<file path="src/sv/dnstxt_pkg.sv">
`timescale 1ns / 1ps
`default_nettype none
// ----------------------------------------------------------------------------
// dnstxt_pkg
// Types and constants shared by the DNS TXT answer parser.
// ----------------------------------------------------------------------------
package dnstxt_pkg;

  localparam int unsigned HDR_BYTES       = 12;
  localparam int unsigned QFIXEDSZ        = 4;
  localparam int unsigned ANS_FIXED_BYTES = 10;
  localparam logic [15:0] T_TXT           = 16'd16;
  localparam int unsigned RES_PER_BYTE    = 3;
  localparam int unsigned OUTQ_DEPTH      = 4;

  typedef enum logic [1:0] {
    KIND_TEXT   = 2'd0,
    KIND_END    = 2'd1,
    KIND_STATUS = 2'd2
  } kind_t;

  typedef enum logic [1:0] {
    ST_OK        = 2'd0,
    ST_MALFORMED = 2'd1,
    ST_NO_TXT    = 2'd2
  } status_t;

  typedef enum logic [3:0] {
    PH_HEADER,
    PH_QN_START,
    PH_QN_LABEL,
    PH_QN_PTR,
    PH_QN_FIXED,
    PH_AN_START,
    PH_AN_LABEL,
    PH_AN_PTR,
    PH_AN_FIXED,
    PH_SKIP,
    PH_TLEN,
    PH_TTEXT,
    PH_DONE
  } phase_t;

  typedef struct packed {
    logic [7:0] msg_byte;
    logic       msg_last;
  } in_item_t;

  typedef struct packed {
    kind_t       out_kind;
    logic [7:0]  text_byte;
    logic [15:0] record_number;
    status_t     parse_status;
  } out_item_t;

  // results of one byte, in output order: text, end mark, status
  typedef struct packed {
    logic [RES_PER_BYTE-1:0]            vld;
    out_item_t [RES_PER_BYTE-1:0]       item;
  } push_t;

endpackage

`default_nettype wire

</file>
<file path="src/sv/dnstxt_parser.sv">
`timescale 1ns / 1ps
`default_nettype none
// ----------------------------------------------------------------------------
// dnstxt_parser
// Per-byte message state: header, question/answer names, fixed fields and
// TXT rdata. Produces up to three results for each transferred byte.
// ----------------------------------------------------------------------------
module dnstxt_parser
  import dnstxt_pkg::*;
(
  input  wire logic     clk,
  input  wire logic     rst_n,
  input  wire logic     step,
  input  wire in_item_t in_data,
  output push_t         push
);

  phase_t      phase_r, phase_nxt, phase_adv;
  logic [3:0]  fc_r, fc_nxt, fc_adv;
  logic [15:0] qleft_r, qleft_nxt, qleft_adv;
  logic [15:0] aleft_r, aleft_nxt, aleft_adv;
  logic [15:0] atype_r, atype_nxt, atype_adv;
  logic [15:0] rdata_r, rdata_nxt, rdata_adv;
  logic [7:0]  sleft_r, sleft_nxt, sleft_adv;
  logic [5:0]  lleft_r, lleft_nxt, lleft_adv;
  logic [15:0] found_r, found_nxt, found_adv;
  logic        err_r, err_nxt, err_adv;

  logic [7:0]  b;
  logic [15:0] rd_dec;
  logic [15:0] ans_dec;
  logic [15:0] q_dec;
  logic [15:0] rdata_full;
  logic [7:0]  s_dec;
  logic [5:0]  l_dec;
  logic        is_a;
  phase_t      after_answer;
  logic        active;

  logic        text_v, end_v;
  logic [15:0] end_rec;
  status_t     status;

  assign b          = in_data.msg_byte;
  assign rd_dec     = rdata_r - 16'd1;
  assign ans_dec    = aleft_r - 16'd1;
  assign q_dec      = qleft_r - 16'd1;
  assign rdata_full = rdata_r | {8'd0, b};
  assign s_dec      = sleft_r - 8'd1;
  assign l_dec      = lleft_r - 6'd1;
  assign is_a       = (phase_r == PH_AN_START) || (phase_r == PH_AN_LABEL) ||
                      (phase_r == PH_AN_PTR);
  assign after_answer = (ans_dec != 16'd0) ? PH_AN_START : PH_DONE;
  assign active     = !err_r && (phase_r != PH_DONE);

  // next state
  always_comb begin
    phase_adv = phase_r;
    fc_adv    = fc_r;
    qleft_adv = qleft_r;
    aleft_adv = aleft_r;
    atype_adv = atype_r;
    rdata_adv = rdata_r;
    sleft_adv = sleft_r;
    lleft_adv = lleft_r;
    found_adv = found_r;
    err_adv   = err_r;
    if (active) begin
      unique case (phase_r)
        PH_HEADER: begin
          if (fc_r == 4'd4) qleft_adv = {b, 8'd0};
          if (fc_r == 4'd5) qleft_adv = qleft_r | {8'd0, b};
          if (fc_r == 4'd6) aleft_adv = {b, 8'd0};
          if (fc_r == 4'd7) aleft_adv = aleft_r | {8'd0, b};
          if (fc_r >= 4'(HDR_BYTES - 1)) begin
            if (qleft_r != 16'd0)      phase_adv = PH_QN_START;
            else if (aleft_r != 16'd0) phase_adv = PH_AN_START;
            else                       phase_adv = PH_DONE;
          end else begin
            fc_adv = fc_r + 4'd1;
          end
        end
        PH_QN_START, PH_AN_START: begin
          if (b == 8'd0) begin
            phase_adv = is_a ? PH_AN_FIXED : PH_QN_FIXED;
            fc_adv    = 4'd0;
          end else if (b[7:6] == 2'b00) begin
            lleft_adv = b[5:0];
            phase_adv = is_a ? PH_AN_LABEL : PH_QN_LABEL;
          end else if (b[7:6] == 2'b11) begin
            phase_adv = is_a ? PH_AN_PTR : PH_QN_PTR;
          end else begin
            err_adv = 1'b1;
          end
        end
        PH_QN_LABEL, PH_AN_LABEL: begin
          lleft_adv = l_dec;
          if (l_dec == 6'd0) phase_adv = is_a ? PH_AN_START : PH_QN_START;
        end
        PH_QN_PTR, PH_AN_PTR: begin
          phase_adv = is_a ? PH_AN_FIXED : PH_QN_FIXED;
          fc_adv    = 4'd0;
        end
        PH_QN_FIXED: begin
          if (fc_r >= 4'(QFIXEDSZ - 1)) begin
            qleft_adv = q_dec;
            if (q_dec != 16'd0)        phase_adv = PH_QN_START;
            else if (aleft_r != 16'd0) phase_adv = PH_AN_START;
            else                       phase_adv = PH_DONE;
          end else begin
            fc_adv = fc_r + 4'd1;
          end
        end
        PH_AN_FIXED: begin
          if (fc_r == 4'd0) atype_adv = {b, 8'd0};
          if (fc_r == 4'd1) atype_adv = atype_r | {8'd0, b};
          if (fc_r == 4'd8) rdata_adv = {b, 8'd0};
          if (fc_r == 4'd9) rdata_adv = rdata_full;
          if (fc_r >= 4'(ANS_FIXED_BYTES - 1)) begin
            if (fc_r == 4'd9) begin
              if (atype_r == T_TXT) begin
                found_adv = found_r + 16'd1;
                if (rdata_full == 16'd0) begin
                  aleft_adv = ans_dec;
                  phase_adv = after_answer;
                end else begin
                  phase_adv = PH_TLEN;
                end
              end else if (rdata_full == 16'd0) begin
                aleft_adv = ans_dec;
                phase_adv = after_answer;
              end else begin
                phase_adv = PH_SKIP;
              end
            end else begin
              if (atype_r == T_TXT) begin
                found_adv = found_r + 16'd1;
                if (rdata_r == 16'd0) begin
                  aleft_adv = ans_dec;
                  phase_adv = after_answer;
                end else begin
                  phase_adv = PH_TLEN;
                end
              end else if (rdata_r == 16'd0) begin
                aleft_adv = ans_dec;
                phase_adv = after_answer;
              end else begin
                phase_adv = PH_SKIP;
              end
            end
          end else begin
            fc_adv = fc_r + 4'd1;
          end
        end
        PH_SKIP: begin
          rdata_adv = rd_dec;
          if (rd_dec == 16'd0) begin
            aleft_adv = ans_dec;
            phase_adv = after_answer;
          end
        end
        PH_TLEN: begin
          rdata_adv = rd_dec;
          if ({8'd0, b} > rd_dec) begin
            err_adv = 1'b1;
          end else if (b == 8'd0) begin
            if (rd_dec == 16'd0) begin
              aleft_adv = ans_dec;
              phase_adv = after_answer;
            end
          end else begin
            sleft_adv = b;
            phase_adv = PH_TTEXT;
          end
        end
        PH_TTEXT: begin
          rdata_adv = rd_dec;
          sleft_adv = s_dec;
          if (s_dec == 8'd0) begin
            if (rd_dec == 16'd0) begin
              aleft_adv = ans_dec;
              phase_adv = after_answer;
            end else begin
              phase_adv = PH_TLEN;
            end
          end
        end
        default: begin
          err_adv = 1'b1;
        end
      endcase
    end

    if (in_data.msg_last) begin
      phase_nxt = PH_HEADER;
      fc_nxt    = 4'd0;
      qleft_nxt = 16'd0;
      aleft_nxt = 16'd0;
      atype_nxt = 16'd0;
      rdata_nxt = 16'd0;
      sleft_nxt = 8'd0;
      lleft_nxt = 6'd0;
      found_nxt = 16'd0;
      err_nxt   = 1'b0;
    end else begin
      phase_nxt = phase_adv;
      fc_nxt    = fc_adv;
      qleft_nxt = qleft_adv;
      aleft_nxt = aleft_adv;
      atype_nxt = atype_adv;
      rdata_nxt = rdata_adv;
      sleft_nxt = sleft_adv;
      lleft_nxt = lleft_adv;
      found_nxt = found_adv;
      err_nxt   = err_adv;
    end
  end

  // results
  always_comb begin
    text_v  = 1'b0;
    end_v   = 1'b0;
    end_rec = found_r - 16'd1;
    if (active) begin
      unique case (phase_r)
        PH_AN_FIXED: begin
          if (fc_r == 4'd9 && atype_r == T_TXT && rdata_full == 16'd0) begin
            end_v   = 1'b1;
            end_rec = found_r;
          end else if (fc_r > 4'd9 && atype_r == T_TXT && rdata_r == 16'd0) begin
            end_v   = 1'b1;
            end_rec = found_r;
          end
        end
        PH_TLEN: begin
          end_v = (b == 8'd0) && (rd_dec == 16'd0);
        end
        PH_TTEXT: begin
          text_v = 1'b1;
          end_v  = (s_dec == 8'd0) && (rd_dec == 16'd0);
        end
        default: begin
          end_v = 1'b0;
        end
      endcase
    end

    if (err_adv || phase_adv != PH_DONE) status = ST_MALFORMED;
    else if (found_adv == 16'd0)         status = ST_NO_TXT;
    else                                 status = ST_OK;

    push.vld[0]                = text_v;
    push.item[0].out_kind      = KIND_TEXT;
    push.item[0].text_byte     = b;
    push.item[0].record_number = found_r - 16'd1;
    push.item[0].parse_status  = ST_OK;

    push.vld[1]                = end_v;
    push.item[1].out_kind      = KIND_END;
    push.item[1].text_byte     = 8'd0;
    push.item[1].record_number = end_rec;
    push.item[1].parse_status  = ST_OK;

    push.vld[2]                = in_data.msg_last;
    push.item[2].out_kind      = KIND_STATUS;
    push.item[2].text_byte     = 8'd0;
    push.item[2].record_number = found_adv;
    push.item[2].parse_status  = status;

    if (!step) push.vld = '0;
  end

  always_ff @(posedge clk) begin
    if (!rst_n) begin
      phase_r <= PH_HEADER;
      fc_r    <= 4'd0;
      qleft_r <= 16'd0;
      aleft_r <= 16'd0;
      atype_r <= 16'd0;
      rdata_r <= 16'd0;
      sleft_r <= 8'd0;
      lleft_r <= 6'd0;
      found_r <= 16'd0;
      err_r   <= 1'b0;
    end else if (step) begin
      phase_r <= phase_nxt;
      fc_r    <= fc_nxt;
      qleft_r <= qleft_nxt;
      aleft_r <= aleft_nxt;
      atype_r <= atype_nxt;
      rdata_r <= rdata_nxt;
      sleft_r <= sleft_nxt;
      lleft_r <= lleft_nxt;
      found_r <= found_nxt;
      err_r   <= err_nxt;
    end
  end

endmodule

`default_nettype wire

</file>
<file path="src/sv/dnstxt_outq.sv">
`timescale 1ns / 1ps
`default_nettype none
// ----------------------------------------------------------------------------
// dnstxt_outq
// Small result queue: takes up to three results per cycle, delivers one per
// out_ready cycle; ready for a new byte while room for a full burst remains.
// ----------------------------------------------------------------------------
module dnstxt_outq
  import dnstxt_pkg::*;
#(
  parameter int unsigned DEPTH = OUTQ_DEPTH
) (
  input  wire logic  clk,
  input  wire logic  rst_n,
  input  wire push_t push,
  output logic       room,
  output logic       out_valid,
  input  wire logic  out_ready,
  output out_item_t  out_data
);

  localparam int unsigned PW = (DEPTH > 1) ? $clog2(DEPTH) : 1;
  localparam int unsigned CW = $clog2(DEPTH + 1);

  out_item_t       mem_r [DEPTH];
  logic [PW-1:0]   wp_r, wp_nxt, rp_r, rp_nxt;
  logic [CW-1:0]   cnt_r, cnt_nxt;
  logic [DEPTH-1:0] we;
  out_item_t       wdata [DEPTH];
  logic [CW-1:0]   npush;
  logic            pop;

  function automatic logic [PW-1:0] ptr_inc(input logic [PW-1:0] p);
    ptr_inc = (p == PW'(DEPTH - 1)) ? '0 : p + PW'(1);
  endfunction

  assign pop       = out_valid && out_ready;
  assign out_valid = (cnt_r != '0);
  assign out_data  = mem_r[rp_r];
  assign room      = (cnt_r <= CW'(DEPTH - RES_PER_BYTE));

  always_comb begin
    logic [PW-1:0] p;
    p     = wp_r;
    npush = '0;
    we    = '0;
    for (int k = 0; k < DEPTH; k++) wdata[k] = mem_r[k];
    for (int i = 0; i < RES_PER_BYTE; i++) begin
      if (push.vld[i]) begin
        we[p]    = 1'b1;
        wdata[p] = push.item[i];
        p        = ptr_inc(p);
        npush    = npush + CW'(1);
      end
    end
    wp_nxt  = p;
    rp_nxt  = pop ? ptr_inc(rp_r) : rp_r;
    cnt_nxt = cnt_r + npush - CW'(pop);
  end

  always_ff @(posedge clk) begin
    for (int k = 0; k < DEPTH; k++) begin
      if (we[k]) mem_r[k] <= wdata[k];
    end
  end

  always_ff @(posedge clk) begin
    if (!rst_n) begin
      wp_r  <= '0;
      rp_r  <= '0;
      cnt_r <= '0;
    end else begin
      wp_r  <= wp_nxt;
      rp_r  <= rp_nxt;
      cnt_r <= cnt_nxt;
    end
  end

endmodule

`default_nettype wire

</file>
<file path="src/sv/dns_txt_answer_parser.sv">
`timescale 1ns / 1ps
`default_nettype none
// ----------------------------------------------------------------------------
// dns_txt_answer_parser
// Walks a DNS response byte by byte and emits TXT text bytes, end-of-record
// marks and a final status per message.
//
//   channel | dir | payload     | transfer when
//   in_     | in  | in_item_t   | in_valid  && in_ready
//   out_    | out | out_item_t  | out_valid && out_ready
//
// One byte per cycle while in_ready is high; each byte makes 0 to 3 results,
// queued in dnstxt_outq. in_ready is high while the queue holds at most
// DEPTH-3 entries, so a byte with two or three results can hold it low until
// the queue drains to that level; one result is delivered per out_ready cycle.
// Synchronous reset returns the parser to header phase and empties the queue.
// ----------------------------------------------------------------------------
module dns_txt_answer_parser
  import dnstxt_pkg::*;
#(
  parameter int unsigned OUTQ_DEPTH_P = OUTQ_DEPTH
) (
  input  wire logic     clk,
  input  wire logic     rst_n,
  input  wire logic     in_valid,
  output logic          in_ready,
  input  wire in_item_t in_data,
  output logic          out_valid,
  input  wire logic     out_ready,
  output out_item_t     out_data
);

  push_t push;
  logic  step;

  assign step = in_valid && in_ready;

  dnstxt_parser u_parser (
    .clk     (clk),
    .rst_n   (rst_n),
    .step    (step),
    .in_data (in_data),
    .push    (push)
  );

  dnstxt_outq #(
    .DEPTH (OUTQ_DEPTH_P)
  ) u_outq (
    .clk       (clk),
    .rst_n     (rst_n),
    .push      (push),
    .room      (in_ready),
    .out_valid (out_valid),
    .out_ready (out_ready),
    .out_data  (out_data)
  );

endmodule

`default_nettype wire
</file>
<file path="config.mk">
export PLATFORM = sky130hd
export DESIGN_NAME = dns_txt_answer_parser
export DESIGN_NICKNAME = d
export VERILOG_FILES = /design/src/sv/dnstxt_pkg.sv /design/src/sv/dnstxt_parser.sv /design/src/sv/dnstxt_outq.sv /design/src/sv/dns_txt_answer_parser.sv
export SDC_FILE = /design/constraint.sdc
export NUM_CORES = 1
export LEC_CHECK = 0
export BUFFER_PORTS_ARGS = -buffer_cell sky130_fd_sc_hd__buf_2
export CORE_UTILIZATION = 40
export DETAILED_ROUTE_END_ITERATION = 7
export PLACE_DENSITY_LB_ADDON = 0.1
export RECOVER_POWER = 50
export SLEW_MARGIN = 25
export SYNTH_ARGS = -nofsm -noshare
export SYNTH_HDL_FRONTEND = slang
export SYNTH_SLANG_ARGS = --single-unit
</file>
<file path="constraint.sdc">
create_clock -name clk -period 5.2 [get_ports clk]
set_clock_uncertainty 0.15 [all_clocks]
set_input_delay 0.78 -clock clk [delete_from_list [all_inputs] [get_ports clk]]
set_output_delay 0.78 -clock clk [all_outputs]
set_load 0.01 [all_outputs]
</file>
==> impl_results.md, run 1 <==
* Status: finished, violations left
* Violated checks: max-capacitance violations, max-slew violations
* Most common cell after layout, fill and taps aside: nand2_1
* Final period util at 93.8%
* Vias per cell at 6.27
* Post-synthesis xor/xnor area fraction at 3.31%
* Worst slew pin tran at 2.49 ns
* Final setup TNS at 0 ns
* Cell taking the most area after synthesis: edfxtp_1
* Die footprint at 40500 um2
* Final Hold Fails at 0
* Startpoint Class: flop
* Mapped Nets at 1985
* R2r worst-path depth at 17
* Min Clock Period, post-route at 4.88 ns
* Initial Utilization at 40.8%
* Max Clk Rate at 205 MHz
* Drt wl/cell at 23.2 um
* Yosys Warn Count at 0
* Dominant cells by area after synthesis: edfxtp_1 21%, dfxtp_1 14%, nand2_1 5.7%
* Vias after detailed routing at 15400
* Final ANT Viol Nets at 0
* Setup Fix Bufs, Post-CTS at 0
* RSZ-0062 raised after global routing: false
* Hold path depth at 2
* DRC at 0
* Placed insts at 2401
* Core area at 38900 um2
* FF+latch count, synth at 224
* Max Cap Viol at 3
* Crit-path max FO at 15
* Required time worst endpoint at 5.42 ns
* First-pass GRT wire length at 88.4 mm
* Layout cells sized above 1 at 9.26%
* Antenna violations before repair at 0
* Crit Path Class: flop to flop
* Complex-gate fraction of the synthesized area at 24.8%
* Fin. max-slew vios at 122
* Slew Limit Headroom at -66.2%
* Crit end category: flop
* Non-Filler Instances at 2451
* CTS sink cnt at 224
* Most used DFF post-synth: edfxtp_1
* Class of the worst hold path: flop to flop
* Peak VDD IR at 255 uV
* Clock Path Buffers at 3
* Hold buffer count at cts at 0
* Total iterations of the first detailed-routing run at 6
* WP data arrival at 5.10 ns
* Synth Area in Adders at 3.67%
* Reg2Reg Launch Point: u_parser.rdata_r[0]
* Port bufs at 42
* Most frequent cells in the layout: 243 x nand2_1, 175 x a21oi_1, 168 x nor2_1
* H-tree level count at 1
* Register area share after synthesis at 35.3%
* Worst-path clk slew at 0.06 ns
* Post-CTS resize count at 0
* Largest family of logic cells by synthesized area: compound AO/OA/AOI/OAI gates
* GPL Wtd Cong at 0.929
* Post-DP HPWL at 39.5 mm
* FF-to-FF End: u_outq.mem_r[2][14]
* Nets@finish at 1972
* I/O pins at 43
* P_leak at 6.37 nW
* Synth Area in Simple Gates at 23.4%
* GRT Overall Usage at 27.7%
* Count of different cell masters after synthesis at 95
* WHS Endpoint: u_parser.atype_r[4]
* Die X-Extent at 201 um
* R2r setup slk at 0.32 ns
* Final WL at 56.8 mm
* Root Buffer: clkbuf_16
* # diodes at 0
* Asr flop ratio synth at 0%
* Site Rows at 72
* Clk Latency, worst-skew pair at 0.57 ns
* Final setup vio count at 0
* Multiplexer share of the synthesized area at 4.47%
* Post-synth EDFFs at 112
* Hold Path Origin: u_parser.atype_r[4]
* Layout area overhead at 9.85%
* Drt initial violations at 1706
* Cell Area, Synth at 15900 um2
* Largest net degree at the start of global routing at 52
* Gate Count Post-Synth at 1926
* CTS buffer count at 28
* Avg Cell Area, Syn at 8.25 um2
* PwrDens at 322 nW/um2
* CTS tree: done
* Synth top area share at 21.2%
* GRT overflow at 0
* Vias in the first global route at 14400
* Die height at 201 um
[cell families after synthesis]
kind of cell / Yosys count
and+or+nand+nor: 754
adders and majority gates: 46
buffers and inverters: 196
muxes: 36
AOI/OAI and AO/OA: 610
DFF: 224
xor gates and xnor gates: 60
[stage by stage]
step                      utilization [%]  hold WS [ns]  worst slack [ns]  instance area [um2]  power, mW
after floorplan                         -         0.278            0.0841                15900       3.27
after global placement               42.8         0.302             0.351                16700       3.74
after detailed placement             42.8         0.301             0.243                16700       3.75
after CTS                            45.1         0.315             0.557                17500       5.67
after global routing                 44.9         0.347            0.0455                17500       5.89
final                                44.9         0.316             0.324                17500       5.62
[flip-flops by register name, indices dropped and copies added (netlist names), 6 cells and up, named ones only]
name and flops:
u_parser.rdata_r 16, u_parser.sleft_r 8, u_outq.mem_r 112, u_parser.qleft_r 16, u_parser.found_r 16, u_parser.lleft_r 6
u_parser.atype_r 16, u_parser.aleft_r 16
[cell type report]
cell class	instances	area [um2]
Clock buffer	41	811
Clock inverter	9	63.8
Fill cell	3921	21500
Inverter	42	158
Multi-Input combinational cell	1506	9490
Sequential cell	224	5610
Tap cell	518	648
Timing Repair Buffer	111	686
[synthesized netlist by cell type (13+ instances only)]
cell type    n
o31ai_1     19
o21ai_0    122
nor2b_1     38
buf_2       13
nand2b_1    13
edfxtp_1   112
nor2_1     168
clkbuf_1   126
xor2_1      16
a211oi_1    13
dfxtp_1    112
xnor2_1     44
nor4_1      17
o211ai_1    20
and2_1      29
inv_1       41
o22ai_1     52
mux4_2      28
a31oi_1     18
a22oi_1     33
nand2_1    243
a21boi_0    23
or3_1       23
and3_1      20
nor3_1      71
ha_1        45
a21oi_1    175
nand3_1     50
nand4_1     16
a21o_1      17
[per-layer routing]
layer  up-vias  wire [um]  track usage [%]
met5         -          0                0
met4         0       2040             10.7
met3       139       4550             3.95
met2       733      24800             42.7
met1      7359      25400             39.2
li1       7130          -                -
[worst max-delay path: stages (launching register included)]
cell and delay, ns:
dfxtp_1 0.36, inv_1 0.13, ha_1 0.27, nor3b_1 0.62, nand2_1 0.19, a21o_1 0.28, nor4_1 0.52, o21bai_1 0.27
nor2_1 0.08, a21oi_1 0.29, inv_1 0.11, ha_1 0.22, nand2_1 0.25, clkbuf_2 0.40, nor2_1 0.07, a21oi_1 0.12
o21ai_0 0.10, a211oi_1 0.26
[power by group]
part           internal (mW)  switching, mW  leakage, nW  total, mW
Combinational          0.622          0.980         4.01       1.60
Clock                   1.12          0.794        0.429       1.91
Sequential              1.98          0.124         1.92       2.11
[worst max-delay path by stage]
stage | startpoint | end | cells after the start | slack, ns
2_1_floorplan | in_data[4] | u_outq.mem_r[3][0] | 15 | 0.08
3_3_place_gp | in_data[1] | u_outq.mem_r[0][21] | 14 | 0.35
3_5_place_dp | in_data[1] | u_outq.mem_r[0][25] | 14 | 0.24
4_1_cts | u_parser.rdata_r[0] | u_outq.mem_r[0][25] | 14 | 0.56
5_1_grt | u_parser.rdata_r[0] | u_outq.mem_r[2][4] | 16 | 0.05
6_report | u_parser.rdata_r[0] | u_outq.mem_r[2][14] | 17 | 0.32
Power figures use the tool's default switching activity.
==> run 2: changes to the inputs <==
Settings changed: SETUP_SLACK_MARGIN from default to 0.05.
Clock period 5.2 ns to 4.3 ns, I/O delays scaled along.
==> run 2 against run 1 <==
  * The run now ends clean
  * Power increased by 23%
  * Worst hold slack got worse by 0.0054 ns
  * Non-clock buffer count increased by 62
  * Register-to-register slack got worse by 0.17 ns
  * Utilization increased by 1.6 points
  * Combinational power increased by 23%
  * Cell area increased by 3.6%
  * Critical path depth decreased by 1
  * Critical endpoint is now u_outq.cnt_r[2]
  * Largest cell class unchanged
  * Highest routed layer unchanged
==> impl_results.md, run 2 (synthesis gave the netlist of run 1 again) <==
* Startpoint Class: flop
* Peak VDD IR at 301 uV (+18%)
* Flop pwr share at 37.2% (-0.3 points)
* Clock Path Buffers at 3 (unchanged)
* Internal Power at 4.57 mW (+23%)
* Comb power frac at 28.5% (about the same)
* Met3 routed WL at 3.94 mm (-14%)
* GRT Overall Usage at 28.2% (+0.50 points)
* Die X-Extent at 201 um (unchanged)
* Max Cap Viol at 0 (-3)
* Nets@finish at 2035 (+3.2%)
* Non-Filler Instances at 2516 (+2.7%)
* Core area at 38900 um2 (unchanged)
* Met2 wire length at 25.9 mm (+4.7%)
* GRT overflow at 0 (unchanged)
* DRC at 0 (unchanged)
* Crit end category: flop
* Slew Limit Headroom at 10.8% (+77 points)
* Placed insts at 2463 (+2.6%)
* Worst slew pin tran at 1.34 ns (-1.16 ns)
* Crit-path max FO at 4 (-11)
* Vias per cell at 6.19 (-1.2%)
* Die height at 201 um (unchanged)
* Met1 Wirelength at 26.2 mm (+3.1%)
* Most common cell after layout, fill and taps aside: nand2_1
* Final setup vio count at 0 (unchanged)
* Max Clk Rate at 241 MHz (+17%)
* CTS sink cnt at 224 (unchanged)
* Initial Utilization at 40.8% (unchanged)
* Max layer used: met4
* Post-CTS resize count at 0 (unchanged)
* Hold buffer count at cts at 0 (unchanged)
* Site Rows at 72 (unchanged)
* CP cell instances: inv_2 > ha_1 > or3b_2 > o311a_1 > o221a_4 > and4_4 > a21o_1 > ha_1 > xnor2_1 > ha_1 > inv_1 > fa_1 > xor2_1 > xnor2_1 > xnor2_1 > and2_1
* Largest Register: u_outq.mem_r
* Layout area overhead at 13.8%
* WP data arrival at 4.47 ns (-0.63 ns)
* Clk Latency, worst-skew pair at 0.59 ns (+0.02 ns)
* First-pass GRT wire length at 90.0 mm (+1.8%)
* H-tree level count at 1 (unchanged)
* I/O pins at 43 (unchanged)
* Port bufs at 42 (unchanged)
* Largest net degree at the start of global routing at 57 (+9.6%)
* Root Buffer: clkbuf_16
* Post-DP HPWL at 40.6 mm (+2.9%)
* Finished Cell Area at 18100 um2 (+3.6%)
* Most frequent cells in the layout: 243 x nand2_1, 174 x a21oi_1, 167 x nor2_1
* Psw at 2.35 mW (+24%)
* Status: finished, final reports clean
* Die footprint at 40500 um2 (unchanged)
* Crit path max-delay cell type: or3b_2
* Final ANT Viol Nets at 0 (unchanged)
* GPL Wtd Cong at 0.932 (+0.32%)
* Drt wl/cell at 23.0 um (-0.80%)
* Crit Path Class: flop to flop
* Final Hold Fails at 0 (unchanged)
* RSZ-0062 raised after global routing: false
* Layout cells sized above 1 at 12.5% (+3.3 points)
* Fillers at 3950 (+0.74%)
* Sw frac at 33.9% (+0.17 points)
* CTS tree: done
* Fin. max-slew vios at 0 (-100%)
* # diodes at 0 (unchanged)
* CTS buffer count at 29 (+3.6%)
* Max reg flops at 112 (unchanged)
* PwrDens at 382 nW/um2 (+19%)
* Setup Fix Bufs, Post-CTS at 0 (unchanged)
* Final setup TNS at 0 ns (unchanged)
* Required time worst endpoint at 4.62 ns (-0.80 ns)
* Clock power frac at 34.3% (+0.3 points)
* Total iterations of the first detailed-routing run at 6 (unchanged)
* Antenna violations before repair at 0 (unchanged)
* Vias after detailed routing at 15600 (+1.4%)
* Final WL at 57.8 mm (+1.8%)
* Largest stage delay on the critical path at 0.50 ns (-0.12 ns)
* Dpl cell area at 17300 um2 (+3.6%)
* Final period util at 96.5% (+2.7 points)
* P_leak at 6.73 nW (+5.7%)
* Worst-path clk slew at 0.06 ns (about the same)
* Vias in the first global route at 14800 (+2.9%)
* Class of the worst hold path: primary input to flop
* Min Clock Period, post-route at 4.15 ns (-0.726 ns)
* Drt initial violations at 1570 (-8.0%)
run 2: changes by cell type in the layout (fill, tap and decap cells not counted), moves of 3 or more:
cell,previous run,this run
clkinv_1,5,8
nand3_1,51,47
clkbuf_1,44,49
buf_12,2,8
buf_4,58,103
nand3_4,0,3
run 2: worst paths after layout:
check | start | end | slack [ns] | depth (start not counted)
setup / recovery | u_parser.rdata_r[0] | u_outq.cnt_r[2] | 0.15 | 16
hold / removal | out_ready | u_outq.rp_r[1] | 0.31 | 4
setup reg to reg | u_parser.rdata_r[0] | u_outq.cnt_r[2] | 0.15 | 16
hold reg to reg | u_parser.sleft_r[0] | u_parser.sleft_r[0] | 0.34 | 2
run 2: final cells by class:
cell class,count,area (um2),area share [%]
tap,518,648,3.58
clock inverter,14,91.3,0.505
inverter,42,158,0.871
sequential,224,5610,31.0
clock buffer,39,823,4.55
timing repair buffer,173,1190,6.58
multi-input combinational,1506,9580,52.9
run 2: metal layers:
layer,global-route usage [%],up-vias
met4,9.77,0
met5,0,-
met3,3.22,115
met2,44.5,678
li1,-,7244
met1,39.9,7545
run 2: per-stage QoR:
| step | power, mW | util (%) | setup slack, ns | hold WS, ns |
|---|---|---|---|---|
| CTS | 7.00 | 46.7 | 0.130 | 0.305 |
| detailed placement | 4.61 | 44.4 | 0.0389 | 0.326 |
| global placement | 4.59 | 44.4 | 0.0396 | 0.290 |
| floorplan | 3.95 | - | 0.0588 | 0.278 |
| finish | 6.92 | 46.5 | 0.150 | 0.311 |
| global route | 7.27 | 46.5 | 0.0431 | 0.368 |
run 2: power groups by stage:
stage                     clock network [mW]  logic, mW  registers, mW
final                                   2.37       1.97           2.57
after global routing                    2.51       2.16           2.60
after CTS                               2.43       2.00           2.57
after detailed placement                   0       1.99           2.62
after global placement                     0       1.98           2.61
after floorplan                            0       1.44           2.51
run 2: critical path: cells and delay by family (launching register included):
family	cells	cell delay, ns
buffers and inverters	2	0.13
DFF	1	0.33
adders and majority gates	4	1.08
xor gates and xnor gates	4	0.69
and+or+nand+nor	3	0.86
AOI/OAI and AO/OA	3	0.82
==> run 3: changes to the inputs <==
Settings changed: MAX_ROUTING_LAYER from default to met4.
==> run 3 against run 2 <==
  * The run now ends with max-capacitance violations, max-slew violations left
  * Global-route usage up 0.91 points
  * Register-to-register slack better by 0.03 ns
  * Count of clock-buffer cells in the layout down 7
  * Combinational power about the same
  * First-iteration DRC count up 9.3%
  * Maximum frequency up 0.67%
  * Utilization up 0.27 points
  * Power up 3.1%
  * Sequential power about the same
  * Largest cell class unchanged
==> impl_results.md, run 3 (synthesis gave the netlist of run 1 again) <==
* Final setup TNS at 0 ns (unchanged)
* CTS tree: done
* Max reg flops at 112 (unchanged)
* Largest Register: u_outq.mem_r
* Site Rows at 72 (unchanged)
* Most common cell after layout, fill and taps aside: nand2_1
* Most frequent cells in the layout: 243 x nand2_1, 173 x a21oi_1, 167 x nor2_1
* Clock Path Buffers at 3 (unchanged)
* Non-Filler Instances at 2524 (+0.32%)
* Class of the worst hold path: primary input to flop
* Vias after detailed routing at 15700 (+0.64%)
* Total iterations of the first detailed-routing run at 6 (unchanged)
* R2r setup slk at 0.18 ns (+0.03 ns)
* Slew Limit Headroom at -67.9% (-79 points)
* Crit Path Class: flop to flop
* Core area at 38900 um2 (unchanged)
* Layout cells sized above 1 at 13.3% (+0.80 points)
* DRC at 0 (unchanged)
* Placed insts at 2465 (+0.081%)
* Hold Slack at 0.311 ns (+0.000330 ns)
* Die height at 201 um (unchanged)
* # diodes at 0 (unchanged)
* Final Hold Fails at 0 (unchanged)
* Final setup vio count at 0 (unchanged)
* Worst slew pin tran at 2.52 ns (+1.18 ns)
* Port bufs at 42 (unchanged)
* GRT overflow at 0 (unchanged)
* Worst-path clk slew at 0.06 ns (about the same)
* Die X-Extent at 201 um (unchanged)
* Root Buffer: clkbuf_16
* Reg2Reg Launch Point: u_parser.rdata_r[0]
* Post-DP HPWL at 40.6 mm (-0.10%)
* H-tree level count at 1 (unchanged)
* Drt initial violations at 1716 (+9.3%)
* Vias in the first global route at 15100 (+1.8%)
* Hold path depth at 4 (unchanged)
* Max Cap Viol at 1 (+1)
* Min Clock Period, post-route at 4.12 ns (-0.0275 ns)
* Antenna violations before repair at 0 (unchanged)
* Worst slack, placed at 0.0344 ns (-0.00453 ns)
* Required time worst endpoint at 4.57 ns (-0.05 ns)
* Layout area overhead at 14.5%
* CTS sink cnt at 224 (unchanged)
* I/O pins at 43 (unchanged)
* Status: finished, violations left
* Max Clk Rate at 243 MHz (+0.67%)
* P_leak at 6.80 nW (+0.99%)
* Final WL at 58.2 mm (+0.60%)
* Final ANT Viol Nets at 0 (unchanged)
* First-pass GRT wire length at 90.2 mm (+0.25%)
* Violated checks: max-capacitance violations, max-slew violations
* Clk Latency, worst-skew pair at 0.58 ns (about the same)
* GPL Wtd Cong at 0.965 (+3.5%)
* GRT Overall Usage at 29.2% (+0.91 points)
* Crit-path max FO at 5 (+1)
* Die footprint at 40500 um2 (unchanged)
* CTS buffer count at 29 (unchanged)
* R2r worst-path depth at 17 (+1)
* Initial Utilization at 40.8% (unchanged)
* PwrDens at 392 nW/um2 (+2.5%)
* Final worst setup slack at 0.177 ns (+0.0275 ns)
* RSZ-0062 raised after global routing: true
* Largest net degree at the start of global routing at 60 (+5.3%)
* WP data arrival at 4.40 ns (-0.07 ns)
* Nets@finish at 2042 (+0.34%)
* Final period util at 95.9% (-0.64 points)
* Peak VDD IR at 281 uV (-6.8%)
* Vias per cell at 6.21 (+0.32%)
* Crit end category: flop
* FF-to-FF End: u_outq.mem_r[1][1]
* Drt wl/cell at 23.1 um (+0.28%)
* WHS Endpoint: u_outq.rp_r[1]
* Startpoint Class: flop
* Fin. max-slew vios at 60 (+60)
* Hold Path Origin: out_ready
-- run 3: cell types whose count changed in the layout (fill, tap and decap cells not counted), moves of 2 or more --
cell       previous run  this run
and2_0               11         9
and2_1               18        20
buf_12                8         5
buf_4               103       115
bufinv_16             1         5
clkbuf_1             49        45
clkbuf_8              6         0
clkinv_1              8         5
clkinv_2              3         7
clkinv_4              0         2
-- run 3: critical path, stage by stage (launching register included) --
cell and delay [ns]:
dfxtp_2 0.37, inv_1 0.09, ha_1 0.21, buf_4 0.14, nor3b_1 0.13, buf_4 0.16
clkbuf_1 0.12, xnor2_1 0.19, ha_1 0.26, and4_1 0.20, a21boi_0 0.14, a22o_1 0.25
a31oi_1 0.26, o2111ai_1 0.15, o211ai_1 0.16, nand3b_1 0.24, or4_4 0.57, o21ai_1 0.16
-- run 3: where the power goes --
part           internal, mW  leakage (nW)  switching [mW]
sequential             2.40          1.92           0.156
clock                  1.53         0.480            1.05
combinational         0.797          4.39            1.20
total                  4.73          6.80            2.41
-- run 3: metal layers --
layer,vias to the layer above,GRT usage [%],share of wire (%)
li1,7274,-,-
met1,7619,39.1,44
met2,663,45.3,45
met3,125,3.85,7.5
met4,0,9.60,3.3
met5,-,-,0
-- run 3: final cells by class --
type	instances	area, um2
Clock buffer	32	737
Clock inverter	22	245
Fill cell	3870	20700
Inverter	42	158
Multi-Input combinational cell	1506	9590
Sequential cell	224	5610
Tap cell	518	648
Timing Repair Buffer	180	1220
-- run 3: worst max path at each step --
stage / depth (start not counted) / slack [ns] / startpoint / endpoint
3_5_place_dp: 17 / 0.03 / in_data[1] / u_outq.mem_r[2][15]
6_report: 17 / 0.18 / u_parser.rdata_r[0] / u_outq.mem_r[1][1]
4_1_cts: 15 / 0.07 / u_parser.rdata_r[0] / u_outq.mem_r[1][1]
5_1_grt: 17 / 0.01 / u_parser.rdata_r[0] / u_outq.mem_r[1][24]
2_1_floorplan: 14 / 0.06 / in_data[4] / u_outq.mem_r[2][0]
3_3_place_gp: 17 / 0.06 / in_data[1] / u_outq.mem_r[2][15]
-- run 3: per-stage QoR --
step           total power, mW  instance area, um2  utilization, %
3_3_place_gp              4.59               17300            44.3
4_1_cts                   7.19               18200            46.9
5_1_grt                   7.47               18200            46.8
6_report                  7.13               18200            46.8
2_1_floorplan             3.95               15900               -
3_5_place_dp              4.61               17300            44.3
-- run 3: what timing repair did --
| action | in CTS | in global routing |
|---|---|---|
| gates resized for setup | 0 | 17 |
| hold buffers | 0 | 0 |
| endpoints found under the setup margin | 0 | 210 |
| buffers inserted | 0 | 5 |
